--- config.mk ---
export PLATFORM = sky130hd
export DESIGN_NAME = pwm_duty_capture_two_channel_core
export DESIGN_NICKNAME = d
export VERILOG_FILES = /design/src/design/pdc_pkg.sv /design/src/design/pwm_duty_capture_two_channel_core.sv /design/src/design/pdc_duty_div.sv
export VERILOG_INCLUDE_DIRS = /design/src /design/src/design
export SDC_FILE = /design/constraint.sdc
export NUM_CORES = 1
export LEC_CHECK = 0
export ABC_AREA = 1
export BUFFER_PORTS_ARGS = -buffer_cell sky130_fd_sc_hd__buf_2
export CAP_MARGIN = 20
export CORE_ASPECT_RATIO = 0.5
export CORE_MARGIN = 3
export CORE_UTILIZATION = 25
export CTS_BUF_LIST = sky130_fd_sc_hd__clkbuf_4
export CTS_CLUSTER_DIAMETER = 200
export DETAILED_ROUTE_END_ITERATION = 6
export GPL_TIMING_DRIVEN = 0
export HOLD_SLACK_MARGIN = 0.03
export PLACE_DENSITY_LB_ADDON = 0.25
export SKIP_CTS_REPAIR_TIMING = 1
export SYNTH_ARGS = -nofsm -noshare
export SYNTH_HDL_FRONTEND = slang
export SYNTH_SLANG_ARGS = --single-unit
export TNS_END_PERCENT = 100
--- constraint.sdc ---
create_clock -name aclk -period 8.4 [get_ports aclk]
set_input_delay 1.26 -clock aclk [delete_from_list [all_inputs] [get_ports aclk]]
set_output_delay 1.26 -clock aclk [all_outputs]
set_load 0.005 [all_outputs]
--- src/design/assert_macros.svh ---
// Assertion macros shared by the PWM duty meter RTL.
// No dependencies; take in with `include inside a module body.
`ifndef ASSERT_MACROS_SVH
`define ASSERT_MACROS_SVH
`ifndef NO_ASSERTIONS
`define AST_CHK(label, clk, rst_n, expr) \
    label: assert property (@(posedge clk) disable iff (!rst_n) (expr)) \
        else $error("assertion failed");
`define AST_IMPL(label, clk, rst_n, ante, cons) \
    label: assert property (@(posedge clk) disable iff (!rst_n) (ante) |-> (cons)) \
        else $error("assertion failed");
`define AST_NEXT(label, clk, rst_n, ante, cons) \
    label: assert property (@(posedge clk) disable iff (!rst_n) (ante) |=> (cons)) \
        else $error("assertion failed");
`else
`define AST_CHK(label, clk, rst_n, expr)
`define AST_IMPL(label, clk, rst_n, ante, cons)
`define AST_NEXT(label, clk, rst_n, ante, cons)
`endif
`endif

--- src/design/pdc_pkg.sv ---
// Types and constants of the two-channel PWM duty meter.
// No dependencies; used by pdc_duty_div and the core.
`default_nettype none

package pdc_pkg;

    localparam int COUNTER_WIDTH_DEF = 16;
    localparam int PRESCALE_W        = 16;
    localparam int DUTY_W            = 10;
    localparam int CH_W              = 2;
    localparam int CFG_IDX_W         = 2;
    localparam int CFG_DATA_W        = 16;
    localparam int PER_MILLE         = 1000;
    localparam int DUTY_MAX          = 999;

    localparam logic [PRESCALE_W-1:0] PRESCALE_RESET = 16'd2399;

    localparam logic [CH_W-1:0] CH_ONE = 2'd1;
    localparam logic [CH_W-1:0] CH_TWO = 2'd2;

    localparam logic CMD_TICK = 1'b0;
    localparam logic CMD_POLL = 1'b1;

    localparam logic [CFG_IDX_W-1:0] CFG_PRESCALE = 2'd0;
    localparam logic [CFG_IDX_W-1:0] CFG_START    = 2'd1;

    typedef struct packed {
        logic command;
        logic pin_one;
        logic pin_two;
    } in_item_t;

    typedef struct packed {
        logic [DUTY_W-1:0] duty_first;
        logic [DUTY_W-1:0] duty_second;
        logic [CH_W-1:0]   measuring_channel;
    } out_item_t;

    typedef struct packed {
        logic busy;
        logic done;
    } div_stat_t;

    typedef enum logic [1:0] {
        ST_IDLE,
        ST_DIVIDE,
        ST_STORE
    } state_t;

endpackage

`default_nettype wire

--- src/design/pwm_duty_capture_two_channel_core.sv ---
// Two-channel PWM duty meter on a prescaled capture timer.
// Depends on pdc_pkg, pdc_duty_div and assert_macros.svh.
//
// Input channel s_valid/s_ready/s_data carries items: a tick with pin samples
// (command 0) or a poll (command 1). Every item yields exactly one result on
// m_valid/m_ready/m_data: both stored duties in per-mille and the channel
// being measured after the item.
// A tick's result is registered at the same edge that accepts it.
// A poll runs a bit-serial divider, one quotient bit per cycle for ten bits;
// the next item is taken only once the poll's result has been stored.
// One item is in work at a time; a tick may follow a tick each cycle while
// the output register is free or being drained.
// The output register holds a result until taken. While it is full and not
// being drained, s_ready stays low and finished poll work waits.
// Config port cfg_valid/cfg_ready/cfg_index/cfg_data is always ready:
// index 0 is the prescaler reload, index 1 the start channel (1 or 2; it also
// switches the measured channel). Other values are ignored.
// Synchronous active-low aresetn clears counters, captures and duties, sets
// the reload to 2399 and the channel to one, and empties the output.
`default_nettype none

module pwm_duty_capture_two_channel_core #(
    parameter int COUNTER_WIDTH = pdc_pkg::COUNTER_WIDTH_DEF
) (
    input  wire logic                              aclk,
    input  wire logic                              aresetn,
    input  wire logic                              s_valid,
    output logic                                   s_ready,
    input  wire pdc_pkg::in_item_t                 s_data,
    output logic                                   m_valid,
    input  wire logic                              m_ready,
    output pdc_pkg::out_item_t                     m_data,
    input  wire logic                              cfg_valid,
    output logic                                   cfg_ready,
    input  wire logic [pdc_pkg::CFG_IDX_W-1:0]     cfg_index,
    input  wire logic [pdc_pkg::CFG_DATA_W-1:0]    cfg_data
);
    import pdc_pkg::*;
    `include "assert_macros.svh"

    localparam int CW = COUNTER_WIDTH;

    state_t                state_reg, state_next;
    logic [PRESCALE_W-1:0] prescale_div_reg, prescale_div_next;
    logic [CH_W-1:0]       start_ch_reg, start_ch_next;
    logic [PRESCALE_W-1:0] presc_reg, presc_next;
    logic [CW-1:0]         timer_reg, timer_next;
    logic                  prev_reg, prev_next;
    logic [CW-1:0]         period_reg, period_next;
    logic [CW-1:0]         high_reg, high_next;
    logic [CH_W-1:0]       active_reg, active_next;
    logic [DUTY_W-1:0]     duty_one_reg, duty_one_next;
    logic [DUTY_W-1:0]     duty_two_reg, duty_two_next;
    logic                  m_valid_reg, m_valid_next;
    out_item_t             m_data_reg, m_data_next;

    logic                  out_free;
    logic                  accept;
    logic                  tick_fire;
    logic                  div_start;
    logic                  store_fire;
    logic                  level;
    logic                  rising;
    logic                  falling;
    logic                  cfg_fire;
    logic [CW:0]           rise;
    logic [CW:0]           fall;
    logic [DUTY_W-1:0]     div_duty;
    div_stat_t             div_stat;

    assign cfg_ready = 1'b1;
    assign cfg_fire  = cfg_valid && cfg_ready;
    assign out_free  = !m_valid_reg || m_ready;
    assign accept    = s_valid && s_ready;
    assign tick_fire = accept && (s_data.command == CMD_TICK);
    assign rise      = {1'b0, period_reg} + (CW + 1)'(1);
    assign fall      = {1'b0, high_reg} + (CW + 1)'(1);

    pdc_duty_div #(
        .COUNTER_WIDTH(COUNTER_WIDTH)
    ) u_div (
        .aclk   (aclk),
        .aresetn(aresetn),
        .start  (div_start),
        .fall   (fall),
        .rise   (rise),
        .stat   (div_stat),
        .duty   (div_duty)
    );

    // next state
    always_comb begin
        state_next = state_reg;
        unique case (state_reg)
            ST_IDLE: begin
                if (accept && s_data.command == CMD_POLL) begin
                    state_next = ST_DIVIDE;
                end
            end
            ST_DIVIDE: begin
                if (div_stat.done) begin
                    state_next = ST_STORE;
                end
            end
            ST_STORE: begin
                if (out_free) begin
                    state_next = ST_IDLE;
                end
            end
            default: state_next = ST_IDLE;
        endcase
    end

    // state outputs
    always_comb begin
        s_ready    = 1'b0;
        div_start  = 1'b0;
        store_fire = 1'b0;
        unique case (state_reg)
            ST_IDLE: begin
                s_ready   = out_free;
                div_start = s_valid && out_free && (s_data.command == CMD_POLL);
            end
            ST_DIVIDE: begin
            end
            ST_STORE: begin
                store_fire = out_free;
            end
            default: begin
            end
        endcase
    end

    assign level   = (active_reg == CH_TWO) ? s_data.pin_two : s_data.pin_one;
    assign rising  = !prev_reg && level;
    assign falling = prev_reg && !level;

    // capture timer
    always_comb begin
        presc_next  = presc_reg;
        timer_next  = timer_reg;
        prev_next   = prev_reg;
        period_next = period_reg;
        high_next   = high_reg;
        if (tick_fire) begin
            prev_next = level;
            if (rising) begin
                period_next = timer_reg;
                timer_next  = '0;
                presc_next  = '0;
            end else begin
                if (falling) begin
                    high_next = timer_reg;
                end
                if (presc_reg >= prescale_div_reg) begin
                    presc_next = '0;
                    timer_next = timer_reg + CW'(1);
                end else begin
                    presc_next = presc_reg + PRESCALE_W'(1);
                end
            end
        end
    end

    // config, duty stores, channel
    always_comb begin
        prescale_div_next = prescale_div_reg;
        start_ch_next     = start_ch_reg;
        active_next       = active_reg;
        duty_one_next     = duty_one_reg;
        duty_two_next     = duty_two_reg;
        if (cfg_fire) begin
            unique case (cfg_index)
                CFG_PRESCALE: prescale_div_next = cfg_data[PRESCALE_W-1:0];
                CFG_START: begin
                    if (cfg_data[CH_W-1:0] == CH_ONE || cfg_data[CH_W-1:0] == CH_TWO) begin
                        start_ch_next = cfg_data[CH_W-1:0];
                        active_next   = cfg_data[CH_W-1:0];
                    end
                end
                default: begin
                end
            endcase
        end
        if (store_fire) begin
            if (active_reg == CH_TWO) begin
                duty_two_next = div_duty;
                active_next   = CH_ONE;
            end else begin
                duty_one_next = div_duty;
                active_next   = CH_TWO;
            end
        end
    end

    // result register
    always_comb begin
        m_valid_next = m_valid_reg;
        m_data_next  = m_data_reg;
        if (tick_fire || store_fire) begin
            m_valid_next                  = 1'b1;
            m_data_next.duty_first        = duty_one_next;
            m_data_next.duty_second       = duty_two_next;
            m_data_next.measuring_channel = active_next;
        end else if (m_ready) begin
            m_valid_next = 1'b0;
        end
    end

    always_ff @(posedge aclk) begin
        if (!aresetn) begin
            state_reg        <= ST_IDLE;
            prescale_div_reg <= PRESCALE_RESET;
            start_ch_reg     <= CH_ONE;
            presc_reg        <= '0;
            timer_reg        <= '0;
            prev_reg         <= 1'b0;
            period_reg       <= '0;
            high_reg         <= '0;
            active_reg       <= CH_ONE;
            duty_one_reg     <= '0;
            duty_two_reg     <= '0;
            m_valid_reg      <= 1'b0;
        end else begin
            state_reg        <= state_next;
            prescale_div_reg <= prescale_div_next;
            start_ch_reg     <= start_ch_next;
            presc_reg        <= presc_next;
            timer_reg        <= timer_next;
            prev_reg         <= prev_next;
            period_reg       <= period_next;
            high_reg         <= high_next;
            active_reg       <= active_next;
            duty_one_reg     <= duty_one_next;
            duty_two_reg     <= duty_two_next;
            m_valid_reg      <= m_valid_next;
        end
        m_data_reg <= m_data_next;
    end

    assign m_valid = m_valid_reg;
    assign m_data  = m_data_reg;

    `AST_CHK(a_chan_legal, aclk, aresetn, active_reg == CH_ONE || active_reg == CH_TWO)
    `AST_IMPL(a_done_in_div, aclk, aresetn, div_stat.done, state_reg == ST_DIVIDE)
    `AST_NEXT(a_poll_starts, aclk, aresetn, accept && s_data.command == CMD_POLL,
        state_reg == ST_DIVIDE && div_stat.busy)
    `AST_CHK(a_duty_range, aclk, aresetn,
        duty_one_reg <= DUTY_W'(DUTY_MAX) && duty_two_reg <= DUTY_W'(DUTY_MAX))
    `AST_IMPL(a_start_match, aclk, aresetn, start_ch_reg == CH_TWO || start_ch_reg == CH_ONE,
        !(state_reg == ST_IDLE && div_stat.busy))

endmodule

`default_nettype wire

--- src/design/pdc_duty_div.sv ---
// Bit-serial per-mille divider: duty = fall*1000/rise, or 0 unless rise > fall.
// Depends on pdc_pkg and assert_macros.svh.
`default_nettype none

module pdc_duty_div #(
    parameter int COUNTER_WIDTH = pdc_pkg::COUNTER_WIDTH_DEF
) (
    input  wire logic                          aclk,
    input  wire logic                          aresetn,
    input  wire logic                          start,
    input  wire logic [COUNTER_WIDTH:0]        fall,
    input  wire logic [COUNTER_WIDTH:0]        rise,
    output pdc_pkg::div_stat_t                 stat,
    output logic [pdc_pkg::DUTY_W-1:0]         duty
);
    import pdc_pkg::*;
    `include "assert_macros.svh"

    localparam int OW    = COUNTER_WIDTH + 1;
    localparam int NW    = OW + DUTY_W;
    localparam int CNT_W = $clog2(DUTY_W);

    logic [OW-1:0]     rem_reg, rem_next;
    logic [OW-1:0]     dvs_reg, dvs_next;
    logic [DUTY_W-1:0] low_reg, low_next;
    logic [DUTY_W-1:0] quot_reg, quot_next;
    logic [CNT_W-1:0]  cnt_reg, cnt_next;
    logic              busy_reg, busy_next;
    logic              gt_reg, gt_next;

    logic [NW-1:0]     prod;
    logic [OW:0]       trial;
    logic [OW:0]       dvs_ext;
    logic [OW:0]       diff;
    logic              ge;
    logic              last_step;

    assign prod      = NW'(fall) * NW'(PER_MILLE);
    assign trial     = {rem_reg, low_reg[DUTY_W-1]};
    assign dvs_ext   = {1'b0, dvs_reg};
    assign diff      = trial - dvs_ext;
    assign ge        = trial >= dvs_ext;
    assign last_step = cnt_reg == CNT_W'(DUTY_W - 1);

    always_comb begin
        rem_next  = rem_reg;
        dvs_next  = dvs_reg;
        low_next  = low_reg;
        quot_next = quot_reg;
        cnt_next  = cnt_reg;
        busy_next = busy_reg;
        gt_next   = gt_reg;
        if (start) begin
            rem_next  = prod[NW-1:DUTY_W];
            low_next  = prod[DUTY_W-1:0];
            dvs_next  = rise;
            gt_next   = rise > fall;
            cnt_next  = '0;
            busy_next = 1'b1;
        end else if (busy_reg) begin
            rem_next  = ge ? diff[OW-1:0] : trial[OW-1:0];
            low_next  = {low_reg[DUTY_W-2:0], 1'b0};
            quot_next = {quot_reg[DUTY_W-2:0], ge};
            cnt_next  = cnt_reg + CNT_W'(1);
            if (last_step) begin
                busy_next = 1'b0;
            end
        end
    end

    always_ff @(posedge aclk) begin
        if (!aresetn) begin
            busy_reg <= 1'b0;
            cnt_reg  <= '0;
        end else begin
            busy_reg <= busy_next;
            cnt_reg  <= cnt_next;
        end
        rem_reg  <= rem_next;
        dvs_reg  <= dvs_next;
        low_reg  <= low_next;
        quot_reg <= quot_next;
        gt_reg   <= gt_next;
    end

    assign stat.busy = busy_reg;
    assign stat.done = busy_reg && last_step;
    assign duty      = gt_reg ? quot_reg : '0;

    `AST_IMPL(a_cnt_range, aclk, aresetn, busy_reg, cnt_reg <= CNT_W'(DUTY_W - 1))
    `AST_NEXT(a_done_idle, aclk, aresetn, stat.done && !start, !busy_reg)
    `AST_IMPL(a_duty_range, aclk, aresetn, $past(stat.done), duty <= DUTY_W'(DUTY_MAX))

endmodule

`default_nettype wire

==> reports/metrics.csv <==
metric;value;unit
outcome;finished, final reports clean;
max FFs per register;22;
Yosys cell types;55;
initial antenna violation count;1;
H-Tree Depth;4;
Hold Crit Start;u_div.quot_reg[4];
Worst-Margin Slew;0.969;ns
Final Skew;0.0244;ns
Root Buffer;clkbuf_4;
leakage power;6.84;nW
number of buffers created by CTS;17;
post-synthesis register bit count;185;
iteration-0 DRC count of the detailed router;464;
final slew viol count;0;
Crit Path Max Fanout;6;
Layout Cells excl Fill;2491;
maximum VDD drop;0.0801;mV
Rows;59;
hpwl dp;28400;microns
grt ovf;0;
post-synthesis cell area;13300;sq um
drt drc;0;
GR Util All Layers;0.124;
die height;169;microns
final core occ;0.282;
CORE AREA;52300;sq um
share of post-route cells with drive strength above 1;0.0995;
I/O Buffers;48;
Critical Path Source;high_reg[1];
CTS tree;yes;
drt pass-1 iters;5;
Worst-Skew Late Latency;0.63;ns
Max Cap Viol;0;
arrival time worst endpoint;6.21;ns
Syn Area/Cell;7.79;sq um
Max Buffers Root-to-Sink;2;
critical setup path kind;flop to flop;
pwr dens;137;nW/um^2
Die Area;56200;sq um
Hold Fails Final Rpt;0;
DR vias;10900;
minimum clock period;5.80;ns
Initial Utilization;0.255;
Critical Path RT;8.81;ns
Final Cycle Share;0.690;
Total Routed Length;34700;microns
Design Area, Final;14700;sq um
Placed Area;14400;sq um
WL/cell;13.9;microns
setup TNS;0;ns
vias in the first global route;10600;
Final nets;1957;
post-route ant nets;0;
Slew headroom;0.353;
Mapped Nets;1889;
asr flop ratio synth;0;
GP Congestion;0.871;
Post-synth top flop;dfxtp_1;
largest net degree at the start of global routing;28;
Clock Sink Count;185;
Cells after Synth;1708;
Via density;4.36;
I/O Pins;51;
Worst Hold Class;flop to flop;
Post-synth EDFFs;74;
DP Cell Count;2458;
CP Capture Type;flop;
sequential fraction of the synthesis area;0.334;
Fillers;5769;
reg2reg start;high_reg[1];
# setup viols final;0;
Critical Path Start Type;flop;
first-pass GRT wire length;56200;microns
CTS clk-pin slew, worst paths;0.18;ns
Die Width;332;microns
RSZ-0062 raised after global routing;no;
Fmax;172;MHz
Area Overhead vs Synth;10.6;%
Syn. warnings;0;
## synthesized netlist by cell type, types with 4 or more instances
| cell type | count | area share |
|---|---|---|
| a211oi_1 | 20 | 0.011 |
| a21boi_0 | 6 | 0.0034 |
| a21o_1 | 5 | 0.0028 |
| a21oi_1 | 135 | 0.051 |
| buf_2 | 13 | 0.0049 |
| buf_4 | 7 | 0.0040 |
| clkbuf_1 | 15 | 0.0042 |
| dfxtp_1 | 111 | 0.17 |
| edfxtp_1 | 74 | 0.17 |
| fa_1 | 50 | 0.075 |
| ha_1 | 105 | 0.099 |
| inv_1 | 284 | 0.080 |
| inv_2 | 7 | 0.0020 |
| nand2_1 | 362 | 0.10 |
| nand2_2 | 12 | 0.0056 |
| nand2_4 | 4 | 0.0034 |
| nand3_1 | 96 | 0.036 |
| nand3_2 | 4 | 0.0030 |
| nand3b_1 | 8 | 0.0045 |
| nand4_1 | 33 | 0.016 |
| nor2_1 | 115 | 0.032 |
| nor2_2 | 9 | 0.0042 |
| nor2_4 | 6 | 0.0051 |
| nor3_1 | 20 | 0.0075 |
| nor4_1 | 5 | 0.0024 |
| o211ai_1 | 8 | 0.0045 |
| o21ai_0 | 72 | 0.027 |
| o21bai_1 | 4 | 0.0023 |
| or2_2 | 23 | 0.011 |
| xnor2_1 | 14 | 0.0092 |
| xor2_1 | 43 | 0.028 |
## per-stage QoR
step                total power [mW]  hold WS [ns]  setup slack (ns)
floorplan                       1.40         0.427              3.54
global route                    2.17         0.486              1.99
CTS                             2.05         0.469              2.53
finish                          2.02         0.469              2.60
global placement                1.54         0.435              2.58
detailed placement              1.55         0.435              2.58
## worst max-delay path, cell delays in order, from the launching register on
cell and delay (ns):
dfxtp_1 0.50, ha_1 0.26, nand3_2 0.13, nor2_2 0.17, nand3_2 0.13, nor3_2 0.14
nand3_1 0.11, nor3_1 0.14, nand2_1 0.10, nand2_1 0.29, inv_1 0.23, fa_1 0.57
inv_1 0.05, fa_1 0.49, inv_1 0.05, fa_1 0.45, ha_1 0.31, ha_1 0.37
nand2_1 0.10, inv_1 0.10, nand3_1 0.11, nor2_1 0.18, nand4_1 0.20, nand3_1 0.14
nand2_1 0.05, nand3_1 0.10, nand2_1 0.09
## kinds of logic after synthesis
| family | synth area share |
|---|---|
| other | 0.000282 |
| buffers and inverters | 0.0994 |
| XOR/XNOR | 0.0408 |
| AO/OA/AOI/OAI | 0.110 |
| AND/OR/NAND/NOR | 0.241 |
| flip-flops | 0.334 |
| adder cells (fa/ha/maj) | 0.174 |
| multiplexers | 0.000752 |
## cells in the final DEF (no fill, tap or decap), types with 4 or more instances in the layout
master	n
nand2_1	362
inv_1	284
a21oi_1	135
nor2_1	115
dfxtp_1	111
ha_1	105
nand3_1	96
edfxtp_1	74
o21ai_0	72
buf_2	61
fa_1	50
xor2_1	43
nand4_1	33
or2_2	23
nor3_1	20
a211oi_1	20
clkbuf_4	17
clkbuf_1	15
xnor2_1	14
nand2_2	12
nor2_2	9
nand3b_1	8
o211ai_1	8
inv_2	7
buf_4	7
nor2_4	6
a21boi_0	6
a21o_1	5
nor4_1	5
inv_6	5
nand3_2	4
nand2_4	4
o21bai_1	4
## metal layers
metal  part of all wire  track usage
met2               0.45        0.206
met1               0.50        0.170
met5                  0            0
met4              0.017       0.0309
met3              0.025       0.0195
## where the power goes
part | internal [mW] | switching, mW | leakage, nW
Clock | 0.128 | 0.365 | 0.143
Sequential | 1.00 | 0.0259 | 1.60
Combinational | 0.174 | 0.324 | 5.10
Total | 1.30 | 0.715 | 6.84
## path summary, 6_finish.rpt
path	cells past startpoint	slack, ns	endpoint
hold reg to reg	0	0.47	u_div.quot_reg[5]
setup / recovery	26	2.60	u_div.rem_reg[15]
hold / removal	0	0.47	u_div.quot_reg[5]
setup reg to reg	26	2.60	u_div.rem_reg[15]
## area by class of cell
class	count	area, sq um	share of cell area
timing repair buffer	49	268	0.0182
multi-input combinational	1189	7540	0.512
tap	701	877	0.0596
inverter	293	1100	0.0749
clock buffer	17	128	0.00867
sequential	185	4440	0.302
antenna	1	2.50	0.000170
clock inverter	15	138	0.00935
buffer	41	220	0.0150
Power figures use the tool's default switching activity.
